$ cat config.mk
export PLATFORM = sky130hd
export DESIGN_NAME = lps_ctrl
export DESIGN_NICKNAME = d
export VERILOG_FILES = /design/src/lps_pkg.sv /design/src/lps_ctrl.sv
export SDC_FILE = /design/constraint.sdc
export NUM_CORES = 1
export LEC_CHECK = 0
export ABC_AREA = 1
export BUFFER_PORTS_ARGS = -buffer_cell sky130_fd_sc_hd__buf_4
export CAP_MARGIN = 20
export CORE_MARGIN = 1
export CORE_UTILIZATION = 45
export DETAILED_ROUTE_END_ITERATION = 10
export GPL_TIMING_DRIVEN = 1
export HOLD_SLACK_MARGIN = 0.06
export PLACE_DENSITY = 0.76
export SLEW_MARGIN = 40
export SYNTH_ARGS = -nofsm -noshare
export SYNTH_HDL_FRONTEND = slang
export SYNTH_SLANG_ARGS = --single-unit
$ cat constraint.sdc
create_clock -name clk -period 3.55 [get_ports clk]
set_clock_uncertainty 0.05 [all_clocks]
set_input_delay 0.355 -clock clk [delete_from_list [all_inputs] [get_ports clk]]
set_output_delay 0.355 -clock clk [all_outputs]
set_load 0.005 [all_outputs]
$ cat src/lps_pkg.sv
// ----------------------------------------------------------------------------
// lps_pkg: shared types and constants for the logistic projection score block
// Request codes, register indexes, sigmoid table and the control struct.
// ----------------------------------------------------------------------------
package lps_pkg;

  localparam int unsigned MAX_MARKERS_DEF = 256;
  localparam int unsigned MAX_EVECS_DEF   = 8;

  localparam logic [1:0] REQ_EIGEN  = 2'd0;
  localparam logic [1:0] REQ_BETA   = 2'd1;
  localparam logic [1:0] REQ_MARKER = 2'd2;

  localparam logic [1:0] REG_FREQ   = 2'd0;
  localparam logic [1:0] REG_LINKED = 2'd1;
  localparam logic [1:0] REG_COUNT  = 2'd2;

  localparam int unsigned ACC_W = 40;
  localparam int unsigned LOD_W = 64;

  typedef struct packed {
    logic       eig_wr;
    logic       beta_wr;
    logic       in_load;
    logic       mac_en;
    logic       acc_clr;
    logic       lod_init;
    logic       lod_en;
    logic       res_load;
    logic       use_freq;
  } lps_cmd_t;

  function automatic logic [15:0] sig_tab(input logic [4:0] idx);
    logic [15:0] r;
    begin
      case (idx)
        5'd0:  r = 16'd32768;
        5'd1:  r = 16'd40793;
        5'd2:  r = 16'd47911;
        5'd3:  r = 16'd53581;
        5'd4:  r = 16'd57724;
        5'd5:  r = 16'd60565;
        5'd6:  r = 16'd62428;
        5'd7:  r = 16'd63615;
        5'd8:  r = 16'd64357;
        5'd9:  r = 16'd64816;
        5'd10: r = 16'd65097;
        5'd11: r = 16'd65269;
        5'd12: r = 16'd65374;
        5'd13: r = 16'd65438;
        5'd14: r = 16'd65476;
        5'd15: r = 16'd65500;
        5'd16: r = 16'd65514;
        5'd17: r = 16'd65523;
        5'd18: r = 16'd65528;
        5'd19: r = 16'd65531;
        5'd20: r = 16'd65533;
        5'd21: r = 16'd65534;
        5'd22: r = 16'd65535;
        default: r = 16'd65535;
      endcase
      return r;
    end
  endfunction

endpackage

$ cat src/lps_ctrl.sv
// ----------------------------------------------------------------------------
// lps_ctrl: sequencer for the logistic projection score block
// Decodes each input beat, steps the MAC and lod loops, hands off results.
// ----------------------------------------------------------------------------
module lps_ctrl #(
  parameter int unsigned MAX_MARKERS = lps_pkg::MAX_MARKERS_DEF,
  parameter int unsigned MAX_EVECS   = lps_pkg::MAX_EVECS_DEF,
  localparam int unsigned VW = (MAX_EVECS > 1) ? $clog2(MAX_EVECS) : 1
) (
  input  logic              clk,
  input  logic              rst_n,
  input  logic              in_tvalid,
  output logic              in_tready,
  input  logic [1:0]        req_type,
  input  logic [7:0]        marker_index,
  input  logic [3:0]        coef_index,
  input  logic              last,
  input  logic              linked_mode,
  input  logic [3:0]        evec_count,
  output lps_pkg::lps_cmd_t cmd,
  output logic [VW-1:0]     vidx,
  output logic              out_tvalid,
  input  logic              out_tready
);
  localparam logic [2:0] ST_IDLE = 3'd0;
  localparam logic [2:0] ST_MAC  = 3'd1;
  localparam logic [2:0] ST_DRN  = 3'd2;
  localparam logic [2:0] ST_LOD  = 3'd3;
  localparam logic [2:0] ST_LWT  = 3'd4;
  localparam logic [2:0] ST_RES  = 3'd5;

  logic [2:0]    state_r, state_nxt;
  logic [VW-1:0] v_r, v_nxt;
  logic [3:0]    n;
  logic          last_r, last_nxt, ovld_r, ovld_nxt, acc_in;
  logic [1:0]    drn_r, drn_nxt;
  logic          use_model;

  assign n = (32'(evec_count) > MAX_EVECS) ? 4'(MAX_EVECS) : evec_count;
  assign use_model = linked_mode && (n != 4'd0);
  assign in_tready = (state_r == ST_IDLE) && (!ovld_r || out_tready);
  assign acc_in    = in_tvalid && in_tready;
  assign vidx       = v_r;
  assign out_tvalid = ovld_r;

  always_comb begin
    state_nxt = state_r;
    v_nxt     = v_r;
    last_nxt  = last_r;
    drn_nxt   = drn_r;
    ovld_nxt  = ovld_r && !out_tready;
    cmd       = '0;
    case (state_r)
      ST_IDLE: begin
        v_nxt = '0;
        if (acc_in) begin
          case (req_type)
            lps_pkg::REQ_EIGEN: begin
              cmd.eig_wr = (32'(marker_index) < MAX_MARKERS) &&
                           (32'(coef_index) < MAX_EVECS);
            end
            lps_pkg::REQ_BETA: begin
              cmd.beta_wr = (32'(coef_index) <= MAX_EVECS);
            end
            lps_pkg::REQ_MARKER: begin
              cmd.in_load = 1'b1;
              last_nxt    = last;
              if ((32'(marker_index) < MAX_MARKERS) && (n != 4'd0)) begin
                state_nxt = ST_MAC;
              end else begin
                drn_nxt   = 2'd0;
                state_nxt = ST_DRN;
              end
            end
            default: begin
            end
          endcase
        end
      end
      ST_MAC: begin
        cmd.mac_en = 1'b1;
        if (32'(v_r) + 1 >= 32'(n)) begin
          drn_nxt   = 2'd0;
          state_nxt = ST_DRN;
        end else begin
          v_nxt = v_r + 1'b1;
        end
      end
      ST_DRN: begin
        drn_nxt = drn_r + 2'd1;
        v_nxt   = '0;
        if (drn_r == 2'd3) begin
          if (!last_r) begin
            state_nxt = ST_IDLE;
          end else if (use_model) begin
            cmd.lod_init = 1'b1;
            state_nxt    = ST_LOD;
          end else begin
            state_nxt = ST_RES;
          end
        end
      end
      ST_LOD: begin
        cmd.lod_en = 1'b1;
        if (32'(v_r) + 1 >= 32'(n)) begin
          drn_nxt   = 2'd0;
          state_nxt = ST_LWT;
        end else begin
          v_nxt = v_r + 1'b1;
        end
      end
      ST_LWT: begin
        drn_nxt = drn_r + 2'd1;
        if (drn_r == 2'd1) begin
          state_nxt = ST_RES;
        end
      end
      ST_RES: begin
        if (!ovld_r || out_tready) begin
          cmd.res_load = 1'b1;
          cmd.use_freq = !use_model;
          cmd.acc_clr  = 1'b1;
          ovld_nxt     = 1'b1;
          state_nxt    = ST_IDLE;
        end
      end
      default: begin
        state_nxt = ST_IDLE;
      end
    endcase
  end

  always_ff @(posedge clk) begin
    if (!rst_n) begin
      state_r <= ST_IDLE;
      v_r     <= '0;
      last_r  <= 1'b0;
      drn_r   <= '0;
      ovld_r  <= 1'b0;
    end else begin
      state_r <= state_nxt;
      v_r     <= v_nxt;
      last_r  <= last_nxt;
      drn_r   <= drn_nxt;
      ovld_r  <= ovld_nxt;
    end
  end

`ifndef SYNTHESIS
  a_ready_idle: assert property (@(posedge clk) disable iff (!rst_n)
    in_tready |-> state_r == ST_IDLE) else $error("ready outside idle");
  a_res_slot: assert property (@(posedge clk) disable iff (!rst_n)
    cmd.res_load |-> (!ovld_r || out_tready)) else $error("result overwrite");
  a_res_valid: assert property (@(posedge clk) disable iff (!rst_n)
    cmd.res_load |=> ovld_r) else $error("result lost");
  a_mac_idx: assert property (@(posedge clk) disable iff (!rst_n)
    cmd.mac_en |-> 32'(v_r) < 32'(n)) else $error("mac index range");
`endif
endmodule

==> metrics.cfg <==
[place]
hpwl_um = 1826
io_buffers = 29
place.gp.congestion = 0.8732
dpl_cell_area_um2 = 1127

[floorplan]
die_y_um = 46.50
die_w_um = 46.50
core_um2 = 1783
rows = 15
boundaryPins = 38
die-area_um2 = 2162
initial_core_util_pct = 49.96

[yosys]
ys_warn_count = 0
synth_edf_count = 0
yosysSeqAreaShare_pct = 22.47
syn_area_um2 = 890.9
yosys.area.top_type = dfxtp_1
yosys-top-cells-area = dfxtp_1 22%, nand2_1 14%, ha_1 9.8%, inv_1 8.8%, nor2_1 7.6%
syn_area_per_cell_um2 = 6.363
ys_types = 28
synth_flop_cell = dfxtp_1
postSynth.asyncResetShare_pct = 0
yosys.area.top_type_share_pct = 22.47
synth_seq_cells = 10
synth_cells = 140
synth_nets = 171

[worst_setup_path]
path_buf_inv = 2
crit_arrival_ns = 1.57
critPathMaxFanout = 8
cp_slowest_cell = dfxtp_1
crit_path_end_kind = output port
worstReg2RegStart = vidx[0]$_SDFFE_PN0P_
worstPathRequired_ns = 3.14
critPathTopFamily = simple AND/OR/NAND/NOR gates
crit_top_cell = nor2_1
reg2reg_slack_ns = 1.59
path_cells = inv_2, nand3_1, nor2_1, nand2_1, nor2_1, buf_4
path_class = reg2out
startpoint_type = register
slowest_delay_ns = 0.42
r2r_cells = 11
reg2reg_to = state_r[0]$_SDFFE_PN0P_

[final_layout]
multi_input_area_um2 = 588.1
syn_to_final_growth_pct = 30.62
layout_common_cells = 34 x nand2_1, 29 x buf_4, 21 x inv_1, 18 x nor2_1, 13 x nand3_1
final_common_cell = nand2_1
layout.nets = 203
utilization_pct = 65.26
seqCellArea_um2 = 200.2
final_layout_size_suffix_gt1_share_pct = 26.90
fin_area_um2 = 1164
insertedDiodeCount = 0
nFillCells = 164

[flow_run]
cap_violations = 0

[clock_tree]
cts_root_buffer = clkbuf_4
cts.path.max_buffers = 2
cts_buffers = 3
htree_num_levels = 1
cts_setup_buffers = 0
cts_tree = yes
clk_latency_ns = 0.28
ctsResizeCount = 0
cts.sinks = 10
clk_pin_slew_ns = 0.07
postCtsHoldBufs = 0

[routing]
drtIter0Drc = 24
vias = 986
ant_nets = 0
avgViaCountPerCell = 5.031
drt-wirelength-per-cell_um = 11.49
drc_errors = 0
finalWirelength_um = 2253
firstDrtPassIters = 4

[min_path]
hold_path_depth = 3
holdCritStartpoint = rst_n
hp-class = in2reg
whs_endpoint = vidx[0]$_SDFFE_PN0P_

[grt]
grt_pass1_wl_um = 3650
grt_use_total_pct = 24.38
grt_remaining_overflow = 0
grt_pass1_vias = 878
grt_start_max_net_pins = 11
grt_antenna_before_repair = 0

[power_and_ir_drop]
p_per_area_nw_per_um2 = 566.3
peakVddDrop_v = 0.0004587
power_mw = 0.6589
power.leakage_nw = 0.6264

[sta]
fin_crit_sh_pct = 55.64
setup_viol = 0
hold_viol_final = 0
period_needed_ns = 1.975
slew_violations = 0
tns_ns = 0
rsz0062_at_grt = no
fmax_mhz = 506.3
hold_ws_ns = 0.3009
worstMarginPinSlew_ns = 0.3628
relSlewSlack_pct = 75.78

[status]
status = completed

-- stage by stage --
step	std cells	setup slack (ns)
after detailed placement	192	1.476
final	196	1.575
after global routing	196	1.429
after floorplan	140	1.797
after global placement	192	1.581
after CTS	196	1.584
-- sequential cells by signal, summed over array words and instances (netlist names) --
name and count:
vidx 3, state_r 3, drn_r 2, out_tvalid 1, last_r 1
-- cells by family (layout without fill, tap and decap cells) --
family / Yosys count / count (layout) / synth area share [%]
AND/OR/NAND/NOR: 81 / 81 / 45.36
buffers and inverters: 26 / 57 / 11.52
AO/OA/AOI/OAI: 15 / 15 / 9.833
flip-flops: 10 / 10 / 22.47
adder cells (fa/ha/maj): 7 / 7 / 9.831
XOR/XNOR: 1 / 1 / 0.9833
-- power by group --
part / internal [mW] / switching (mW) / total, mW / leakage (nW)
registers: 0.139 / 0.0370 / 0.176 / 0.0815
logic: 0.155 / 0.220 / 0.375 / 0.524
clock network: 0.0624 / 0.0459 / 0.108 / 0.0210
-- synthesized netlist by cell type, types with 2 or more instances --
| cell type | number |
|---|---|
| nand2_2 | 2 |
| dfxtp_1 | 10 |
| nor4_1 | 2 |
| nand3b_1 | 2 |
| ha_1 | 7 |
| nor2_1 | 18 |
| nor2_4 | 3 |
| inv_1 | 21 |
| inv_2 | 3 |
| nand2_1 | 34 |
| nand3_1 | 13 |
| a21oi_1 | 8 |
| o21ai_0 | 2 |
-- metal layers --
metal / wire (µm) / global-route usage [%] / vias up
met5: 0 / 0 / -
met4: 29 / 8.235 / 0
met3: 127 / 7.059 / 6
met2: 1116 / 41.67 / 32
met1: 979 / 28.57 / 432
li1: - / - / 516
-- worst max path at each step --
stage	start	to	slack (ns)	depth (start not counted)
after floorplan	vidx[0]$_SDFFE_PN0P_	state_r[0]$_SDFFE_PN0P_	1.80	11
after global routing	vidx[0]$_SDFFE_PN0P_	state_r[1]$_SDFFE_PN0P_	1.43	11
after detailed placement	evec_count[0]	state_r[0]$_SDFFE_PN0P_	1.48	13
final	state_r[2]$_SDFFE_PN0P_	cmd[3]	1.57	6
after global placement	evec_count[0]	state_r[0]$_SDFFE_PN0P_	1.58	13
after CTS	vidx[0]$_SDFFE_PN0P_	state_r[0]$_SDFFE_PN0P_	1.58	11
-- layout make-up --
type	instances	share of cell area (%)
Clock buffer	4	3.118
Inverter	24	7.742
Multi-Input combinational cell	104	50.54
Sequential cell	10	17.20
Tap cell	25	2.688
Timing Repair Buffer	29	18.71
-- worst reg2reg max path, stage by stage, from the launching register on --
cell and delay (ns):
dfxtp_1 0.40, ha_1 0.18, xor2_1 0.23, ha_1 0.27, nand2_1 0.06, inv_1 0.05
nand2_1 0.10, nand4_4 0.20, nand3_2 0.17, nand2_1 0.06, nand2_1 0.05, nor2_1 0.03
No activity file was read; power rests on OpenSTA's default activity.
